**config.mk**
```make
export PLATFORM = sky130hd
export DESIGN_NAME = ilist_cell
export DESIGN_NICKNAME = d
export VERILOG_FILES = /design/src/sv/ilist_pkg.sv /design/src/sv/ilist_cell.sv
export SDC_FILE = /design/constraint.sdc
export NUM_CORES = 1
export LEC_CHECK = 0
export ABC_CLOCK_PERIOD_IN_PS = 3400
export BUFFER_PORTS_ARGS = -buffer_cell sky130_fd_sc_hd__clkbuf_2
export CORE_MARGIN = 4
export CORE_UTILIZATION = 40
export DETAILED_ROUTE_END_ITERATION = 16
export PLACE_DENSITY_LB_ADDON = 0.15
export SLEW_MARGIN = 20
export SYNTH_ARGS = -nofsm -noshare
export SYNTH_HDL_FRONTEND = slang
export SYNTH_SLANG_ARGS = --single-unit
```
**constraint.sdc**
```tcl
create_clock -name clk -period 3.4 [get_ports clk]
set_clock_uncertainty 0.05 [all_clocks]
set_input_delay 1.02 -clock clk [delete_from_list [all_inputs] [get_ports clk]]
set_output_delay 1.02 -clock clk [all_outputs]
set_load 0.03 [all_outputs]
```
**src/sv/ilist_pkg.sv**
```systemverilog
// ilist_pkg: shared types and codes for the indexed list engine
// action and status codes, word type, cell control struct
// no dependencies
`default_nettype none

package ilist_pkg;

	typedef logic signed [31:0] data_t;
	typedef logic [3:0]         action_t;
	typedef logic [1:0]         status_t;

	localparam action_t ACT_PUSH_END   = 4'd0;
	localparam action_t ACT_PUSH_FRONT = 4'd1;
	localparam action_t ACT_INSERT     = 4'd2;
	localparam action_t ACT_READ       = 4'd3;
	localparam action_t ACT_REMOVE     = 4'd4;
	localparam action_t ACT_POP_FRONT  = 4'd5;
	localparam action_t ACT_POP_END    = 4'd6;
	localparam action_t ACT_FIND_FIRST = 4'd7;
	localparam action_t ACT_FIND_LAST  = 4'd8;
	localparam action_t ACT_MAX_INDEX  = 4'd9;
	localparam action_t ACT_CLEAR      = 4'd10;

	localparam status_t ST_OK    = 2'd0;
	localparam status_t ST_RANGE = 2'd1;
	localparam status_t ST_FULL  = 2'd2;
	localparam status_t ST_EMPTY = 2'd3;

	typedef enum logic [1:0] {
		CM_HOLD,
		CM_ROTATE,
		CM_INSERT,
		CM_DELETE
	} cell_mode_t;

	typedef struct packed {
		cell_mode_t mode;
		data_t      value;
	} cell_ctl_t;

endpackage

`default_nettype wire

```
**src/sv/ilist_cell.sv**
```systemverilog
// ilist_cell: one storage cell of the list ring
// holds one entry, shifts to or from its neighbors on command
// depends on ilist_pkg
`default_nettype none

module ilist_cell #(
	parameter int CW  = 7,
	parameter int IDX = 0
) (
	input  logic                clk,
	input  ilist_pkg::cell_ctl_t ctl,
	input  logic [CW-1:0]       pos,
	input  ilist_pkg::data_t    lower,
	input  ilist_pkg::data_t    upper,
	output ilist_pkg::data_t    data
);
	import ilist_pkg::*;

	localparam logic [CW-1:0] MY_IDX = CW'(IDX);

	data_t data_q;

	always_ff @(posedge clk) begin
		unique case (ctl.mode)
			CM_HOLD: begin
				data_q <= data_q;
			end
			CM_ROTATE: begin
				data_q <= upper;
			end
			CM_INSERT: begin
				if (MY_IDX > pos) begin
					data_q <= lower;
				end else if (MY_IDX == pos) begin
					data_q <= ctl.value;
				end
			end
			CM_DELETE: begin
				if (MY_IDX >= pos) begin
					data_q <= upper;
				end
			end
		endcase
	end

	assign data = data_q;

endmodule

`default_nettype wire

```
==> Implementation_results.wiki <==
{| class="wikitable"
! Metric !! Value
|-
| Share of the core filled with cells in the final layout || 58.0%
|-
| Io pins || 138
|-
| Result of the run || finished clean
|-
| Router iterations before antenna repair || 4
|-
| Gpl congestion || 0.720
|-
| Hold path cells || 2
|-
| Unique masters post-synth || 10
|-
| Number of synthesized register bits || 32
|-
| Crit share post-route || 68.7%
|-
| Worst IR drop on VDD || 0.233 mV
|-
| Total count of max-transition violations in the final report || 0
|-
| Maximum number of pins on one net before global-route repair || 33
|-
| Total met3 wirelength after detailed routing || 388 um
|-
| Die footprint || 4900 um^2
|-
| Number of DRC markers after the initial detailed-route iteration || 21
|-
| Final Power || 0.000942 W
|-
| Via count of the first global-routing pass || 1151
|-
| Rows || 22
|-
| Final critical-path setup slack || 1.06 ns
|-
| Hold Violations, Final || 0
|-
| Cell count after synthesis || 73
|-
| Slew @ Worst Pin || 0.848 ns
|-
| Data arrival time of the critical path || 2.31 ns
|-
| Capture endpoint of the worst hold path || data[20]
|-
| Setup repair after global routing missed its margin || false
|-
| Count of buffers from port buffering || 105
|-
| Library cell occupying the most area in the post-synthesis netlist || edfxtp_1
|-
| Power density cells || 440 nW/um^2
|-
| Maximum level of the CTS H-tree || 2
|-
| Finished Layout Cells || 230
|-
| Biggest fanout along the worst timing path || 17
|-
| M1 WL || 1090 um
|-
| Critical Path Source || ctl[32]
|-
| Clk sinks || 32
|-
| Cell breakdown of the critical path || clkbuf_2, nand2b_2, buf_4, mux2_4
|-
| Pre-CTS worst setup slack || 0.754 ns
|-
| Routed vias/inst || 4.53
|-
| Total of cells resized after clock tree synthesis || 0
|-
| Vertical extent of the die || 70 um
|-
| Reg clk slew, reported paths || 0.06 ns
|-
| Fraction of layout instances using a drive strength above 1 || 80.2%
|-
| Post-DR wirelength/cell || 13.9 um
|-
| N_diodes || 0
|-
| Chip width || 70 um
|-
| Netlist area before placement || 1540 um^2
|-
| Top metal layer carrying routed signals || met4
|-
| Seq/Total Area, Yosys || 62.5%
|-
| Post-synthesis net count || 179
|-
| Most frequent standard cell in the layout excluding fill and tap cells || clkbuf_2
|-
| Postcts setup bufs || 0
|-
| Static leakage || 1.07 nW
|-
| CP peak stage delay || 0.46 ns
|-
| Portion of synthesized cell area occupied by the leading cell type || 62.5%
|-
| Antenna violations before repair || 0
|-
| Cell count after placement || 223
|-
| Total global routing overflow || 0
|-
| Worst hold-check path type || in -> reg
|-
| Sort of element at the end of the critical path || register
|-
| Final HPWL from detailed placement || 2530 um
|-
| Number of nets at the end of the flow || 288
|-
| Shortest clock period the worst path allows after layout || 2.34 ns
|-
| Maximum Capacitance Violations || 0
|-
| Initial core utilization || 41.7%
|-
| Root Buffer || clkbuf_8
|-
| Slew HR || 43.4%
|-
| Global-route usage over all layers || 13.1%
|-
| Detailed Route WL || 3200 um
|-
| HP Start || ctl[20]
|-
| Final setup violating endpoints || 0
|-
| Total of warnings raised by yosys || 0
|-
| Number of flip-flops under the largest register name || 32
|-
| Critical path type || in -> reg
|-
| Wire length of the first global-routing pass || 4930 um
|-
| TritonCTS clock tree || yes
|-
| Highest-count cells in the layout ignoring fill and taps || 105 x clkbuf_2, 32 x edfxtp_1, 30 x mux2_4
|-
| Mean area per synthesized cell || 21.1 um^2
|-
| Total number of vias || 1043
|-
| Buffers from clock root to sink, at most || 2
|-
| CTS Hold Bufs || 0
|-
| Leading post-synthesis cells by cell area || edfxtp_1 62%, mux2_4 29%, buf_12 3.9%, mux2_2 1.5%, buf_6 0.73%
|-
| Peak Freq || 428 MHz
|-
| Area overhead of the layout relative to synthesis || 39.1%
|-
| Floorplan core area || 3690 um^2
|-
| Cell at the slowest stage of the critical path || nand2b_2
|-
| Data required, critical path || 3.37 ns
|-
| TritonCTS buffer count || 5
|-
| Setup Total Neg Slack || 0 ns
|-
| Residual antenna-violating net count after detailed routing || 0
|-
| Amount of wire on met2 after detailed routing || 1700 um
|-
| Residual DRC || 0
|-
| Worst setup SP type || input pin
|}
[cell usage after synthesis]
cell and number:
nor3_1 1, buf_12 3, edfxtp_1 32, mux2_4 30, mux2_2 2, nor4_1 1
nand2b_1 1, nor2b_1 1, buf_6 1, a31o_2 1
[worst max-delay path, delay by kind of cell]
kind          cells  cell delay (ns)
buf+inv           2             0.49
mux               1             0.33
simple gates      1             0.46
[per-stage QoR]
stage	hold WS (ns)	instance area [um^2]
floorplan	1.19	1540
global placement	1.27	2060
detailed placement	1.27	2060
CTS	0.979	2140
global route	0.973	2140
finish	0.993	2140
[routing by layer]
layer / up-vias / global-route usage (%)
met5: - / 0
met4: 0 / 4.47
met3: 2 / 7.48
met2: 63 / 24.2
met1: 478 / 11.9
li1: 500 / -
[layout make-up]
class,count,area (um^2)
well taps,48,60.1
fillers,344,1550
clock buffers,6,72.6
multi-input cells,37,508
flip-flops and latches,32,961
repair buffers,106,533
clock inverters,1,5.00
[logic make-up (layout without fill, tap and decap cells)]
kind of cell	Yosys count	count (layout)	synth area share, %
flip-flops	32	32	62.5
multiplexers	32	32	30.8
AO/OA/AOI/OAI	1	1	0.570
buffers and inverters	4	113	4.64
AND/OR/NAND/NOR	4	4	1.55
[worst max-delay path by stage]
stage | endpoint | slack [ns] | cells past startpoint
2_1_floorplan | data[0] | 1.13 | 2
3_3_place_gp | data[24] | 0.79 | 4
3_5_place_dp | data[11] | 0.75 | 4
4_1_cts | data[11] | 1.04 | 4
5_1_grt | data[11] | 1.01 | 4
6_report | data[26] | 1.06 | 4
[power breakdown]
group	leakage, nW	internal [W]	total [W]	switching [W]
clock	0.0410	0.000139	0.000264	0.000125
sequential	0.300	0.000471	0.000478	0.00000729
combinational	0.726	0.0000930	0.000200	0.000107
total	1.07	0.000703	0.000942	0.000239
Power figures use the tool's default switching activity.
