### src/sv/ilist_pkg.sv
// ilist_pkg: shared types and codes for the indexed list engine
// action and status codes, word type, cell control struct
// no dependencies
`default_nettype none

package ilist_pkg;

	typedef logic signed [31:0] data_t;
	typedef logic [3:0]         action_t;
	typedef logic [1:0]         status_t;

	localparam action_t ACT_PUSH_END   = 4'd0;
	localparam action_t ACT_PUSH_FRONT = 4'd1;
	localparam action_t ACT_INSERT     = 4'd2;
	localparam action_t ACT_READ       = 4'd3;
	localparam action_t ACT_REMOVE     = 4'd4;
	localparam action_t ACT_POP_FRONT  = 4'd5;
	localparam action_t ACT_POP_END    = 4'd6;
	localparam action_t ACT_FIND_FIRST = 4'd7;
	localparam action_t ACT_FIND_LAST  = 4'd8;
	localparam action_t ACT_MAX_INDEX  = 4'd9;
	localparam action_t ACT_CLEAR      = 4'd10;

	localparam status_t ST_OK    = 2'd0;
	localparam status_t ST_RANGE = 2'd1;
	localparam status_t ST_FULL  = 2'd2;
	localparam status_t ST_EMPTY = 2'd3;

	typedef enum logic [1:0] {
		CM_HOLD,
		CM_ROTATE,
		CM_INSERT,
		CM_DELETE
	} cell_mode_t;

	typedef struct packed {
		cell_mode_t mode;
		data_t      value;
	} cell_ctl_t;

endpackage

`default_nettype wire

### src/sv/ilist_scan.sv
// ilist_scan: compare unit at the head of the ring
// sees one entry per cycle during a rotation and gathers read, search and max results
// depends on ilist_pkg
`default_nettype none

module ilist_scan #(
	parameter int CW = 7,
	parameter int IW = 6
) (
	input  logic              clk,
	input  logic              arst_n,
	input  logic              start,
	input  logic              step,
	input  ilist_pkg::action_t action,
	input  ilist_pkg::data_t  key,
	input  logic [IW-1:0]     tgt,
	input  logic [IW-1:0]     k,
	input  logic [CW-1:0]     count,
	input  ilist_pkg::data_t  head,
	output logic              found,
	output ilist_pkg::data_t  rval,
	output logic [IW-1:0]     ridx
);
	import ilist_pkg::*;

	logic          found_q;
	data_t         rval_q;
	logic [IW-1:0] ridx_q;
	data_t         best_q;
	logic          in_range;

	assign in_range = CW'(k) < count;

	always_ff @(posedge clk or negedge arst_n) begin
		if (!arst_n) begin
			found_q <= 1'b0;
			rval_q  <= '0;
			ridx_q  <= '0;
			best_q  <= '0;
		end else if (start) begin
			found_q <= 1'b0;
			rval_q  <= '0;
			ridx_q  <= '0;
		end else if (step) begin
			unique case (action)
				ACT_READ, ACT_REMOVE, ACT_POP_FRONT, ACT_POP_END: begin
					if (k == tgt) begin
						rval_q <= head;
					end
				end
				ACT_FIND_FIRST: begin
					if (in_range && head == key && !found_q) begin
						found_q <= 1'b1;
						ridx_q  <= k;
					end
				end
				ACT_FIND_LAST: begin
					if (in_range && head == key) begin
						found_q <= 1'b1;
						ridx_q  <= k;
					end
				end
				ACT_MAX_INDEX: begin
					if (k == '0) begin
						best_q <= head;
					end else if (in_range && head > best_q) begin
						best_q <= head;
						ridx_q <= k;
					end
				end
				default: begin
				end
			endcase
		end
	end

	assign found = found_q;
	assign rval  = rval_q;
	assign ridx  = ridx_q;

endmodule

`default_nettype wire

### config.mk
export PLATFORM = sky130hd
export DESIGN_NAME = ilist_scan
export DESIGN_NICKNAME = d
export VERILOG_FILES = /design/src/sv/ilist_pkg.sv /design/src/sv/ilist_scan.sv
export SDC_FILE = /design/constraint.sdc
export NUM_CORES = 1
export LEC_CHECK = 0
export BUFFER_PORTS_ARGS = -buffer_cell sky130_fd_sc_hd__buf_2
export CORE_AREA = 2 2 125 127
export CTS_CLUSTER_SIZE = 12
export DETAILED_ROUTE_END_ITERATION = 8
export DIE_AREA = 0 0 127 129
export SETUP_SLACK_MARGIN = 0.4
export SLEW_MARGIN = 20
export SYNTH_ARGS = -nofsm -noshare
export SYNTH_HDL_FRONTEND = slang
export SYNTH_SLANG_ARGS = --single-unit
export TNS_END_PERCENT = 100
### constraint.sdc
create_clock -name clk -period 3.1 [get_ports clk]
set_clock_uncertainty 0.1 [all_clocks]
set_input_delay 0.465 -clock clk [delete_from_list [all_inputs] [get_ports clk]]
set_output_delay 0.465 -clock clk [all_outputs]
set_load 0.05 [all_outputs]
==> impl_metrics.ini <==
[grt]
grt_usage = 0.1595
grt_pass1_vias = 3734
antenna_found_initial = 1
grt_max_degree = 72
grt_remaining_overflow = 0
grt_pass1_wl_mm = 19.87

[timing]
setup_ws_ns = 0.2187
fmaxAchievable_ghz = 0.3471
period_minus_slack_ns = 2.881
slew_violations = 0
holdWs_ns = 0.1592
worstMarginPinSlew_ns = 0.9402
slew-limit-headroom = 0.3732
setup_viol = 0
period_share = 0.9295
finalHoldViolations = 0
rsz0062_at_grt = true

[clock_tree]
cts_max_level = 3
cts_buffers = 9
cts_buffer_depth = 2
clk_pin_slew_ns = 0.06
clk_latency_ns = 0.34
clock-sinks = 71
cts_tree = done
cts-root-buf = clkbuf_16

[run]
drv_cap = 0

[floorplan]
core.rowCount = 45
die_area_sq_um = 16380
die_h_um = 129
io_pins = 130
die_x_um = 127
fp.coreArea_sq_um = 14980
start_util = 0.2974

[setup_path]
crit_arrival_ns = 3.01
cpPeakStageDelay_ns = 0.36
reg2reg_depth = 10
crit_fanout = 20
start_kind = register
crit_chain = inv_1 -> ha_1 -> nand4_1 -> buf_4 -> nor4_4 -> o31ai_4 -> and4b_1 -> nor3_4 -> buf_12 -> mux2_2
cp_slowest_cell = dfrtp_1
end_kind = register
worstPathRequired_ns = 3.23
critPathKind = register to register

[place]
dpl-instance-area_sq_um = 5459
place_ws_ns = -0.008652
place.port_buffers = 129
gp_congestion = 0.8186
dp_hpwl_mm = 9.751
dp_cells = 743

[cells_and_area]
layoutNonFillerInstCount = 770
drive_above_1_share = 0.3883
n_fill_cell = 1473
nets = 705
num_antenna_cells = 0
design_area_sq_um = 5984
synthToLayoutAreaGrowth_pct = 34.35

[synthesis]
postSynthAreaPerCell_sq_um = 10.68
syn_area_sq_um = 4454
ys_top_cells_by_count = 71 x dfrtp_1, 53 x inv_1, 39 x nor2_1, 37 x ha_1, 36 x xor2_1
yosysMostFrequentCell = dfrtp_1
syn_nets = 545
ys_seq_elements = 71
ys_seq_area_frac = 0.3989
synth_area_leader_cell = dfrtp_1
synth_edf_count = 0
ys_warn_count = 0
syn-instance-count = 417
netlist_top_cells_area = dfrtp_1 40%, ha_1 10%, mux2_4 10%, mux2i_1 7.2%, xor2_1 7.1%
synthDominantCellAreaShare = 0.3989
netlist-cell-type-count = 42
ys.flop_type = dfrtp_1
synthArstFlopShare = 1.000

[routing]
wirelength_met1_mm = 5.803
via_per_inst = 4.786
routedWlPerCell_um = 16.63
drtIter0Drc = 147
drc = 0
wl_met2_mm = 5.760
dr_wl_met3_um = 863
vias = 3685
ant_nets = 0
routed.top_layer = met5
wirelength_mm = 12.81
drtPass1Iterations = 5

[run_status]
outcome = complete, no violations

[power]
combPwrFrac = 0.235
pwr-share-clk = 0.390
switching_share = 0.2865
p_seq_frac = 0.375
total_power_mw = 2.786
vdd_ir_drop_max_mv = 0.2430
powerDensity_nw_per_um2 = 465.6
intPower_mw = 1.988
p_switching_uw = 798.2
leakage_nw = 3.007

[worst_hold_path]
holdCritPathClass = input port to asynchronous set/reset pin
[worst paths after layout]
| check | endpoint | startpoint | slack, ns |
|---|---|---|---|
| hold reg to reg | best_q[26] | best_q[26] | 0.41 |
| max in group asynchronous | rval[24] | arst_n | 2.12 |
| min in group clk | best_q[8] | head[8] | 0.32 |
| hold / removal | rval[4] | arst_n | 0.16 |
| setup / recovery | best_q[0] | best_q[24] | 0.22 |
| setup reg to reg | best_q[0] | best_q[24] | 0.22 |
[metrics by stage]
stage               setup TNS, ns    util
floorplan                       0       -
finish                          0  0.3996
global placement                0  0.3645
CTS                             0  0.3980
global route                    0  0.3996
detailed placement       -0.04403  0.3645
[worst max-delay path: cells and delay by family, from the launching register on]
kind / cells / cell delay [ns]
buffers and inverters: 3 / 0.50
AO/OA/AOI/OAI: 1 / 0.16
multiplexers: 1 / 0.35
adder cells (fa/ha/maj): 1 / 0.27
AND/OR/NAND/NOR: 4 / 1.01
flip-flops: 1 / 0.36
[state kept, by name, indices dropped and copies added (netlist names)]
signal and flops:
found 1, rval 32, best_q 32, ridx 6
[power by group through the flow]
stage	combinational, mW	clock [mW]	sequential (mW)
finish	0.654	1.09	1.04
floorplan	0.361	0	1.05
global route	0.727	1.16	1.05
detailed placement	0.602	0	1.06
global placement	0.584	0	1.06
CTS	0.650	1.12	1.04
[timing repair]
action	in CTS	in global routing
pin swaps	2	1
endpoints found under the setup margin	38	38
gates resized for setup	15	2
endpoints found under the hold margin	0	0
gates cloned	1	0
hold buffers	0	0
setup buffers	9	1
[logic make-up (layout without fill, tap and decap cells)]
family                   count (synthesis)  in the layout  share of synthesized area
XOR/XNOR                                39             39                    0.07669
buffers and inverters                   63            228                    0.05899
AND/OR/NAND/NOR                         98             98                     0.1135
adder cells (fa/ha/maj)                 37             37                     0.1039
flip-flops                              71             71                     0.3989
AO/OA/AOI/OAI                           45             45                    0.06995
multiplexers                            64             64                     0.1781
[layer usage]
metal,global-route usage,vias up
li1,-,1769
met1,0.2067,1742
met2,0.2524,147
met3,0.04449,25
met4,0.06593,2
met5,0,-
[layout by cell type (no fill, tap or decap), types with 2 or more instances in the layout]
cell type,n
ha_1,30
buf_4,27
xnor2_1,3
inv_1,51
mux2_4,30
a21oi_1,17
o22ai_1,7
inv_2,2
nand2b_1,2
o21ai_0,5
ha_4,7
nor3_1,3
dfrtp_1,71
nor2_1,39
a21o_1,3
mux2_2,2
and4_1,2
clkbuf_8,2
clkinv_2,2
clkbuf_16,9
mux2i_1,32
nand3_1,6
xor2_1,36
buf_2,128
nor2b_1,2
nor4_1,10
nand2_1,12
nand4_1,13
[layout make-up]
class	count	area, sq um	share of cell area
Multi-Input combinational cell	283	2547	0.4257
Sequential cell	71	1777	0.2969
Timing Repair Buffer	159	917.1	0.1533
Clock buffer	11	252.7	0.04223
Tap cell	188	235.2	0.03931
Inverter	53	198.9	0.03324
Clock inverter	5	56.30	0.009408
(Power assumes the default switching activity.)
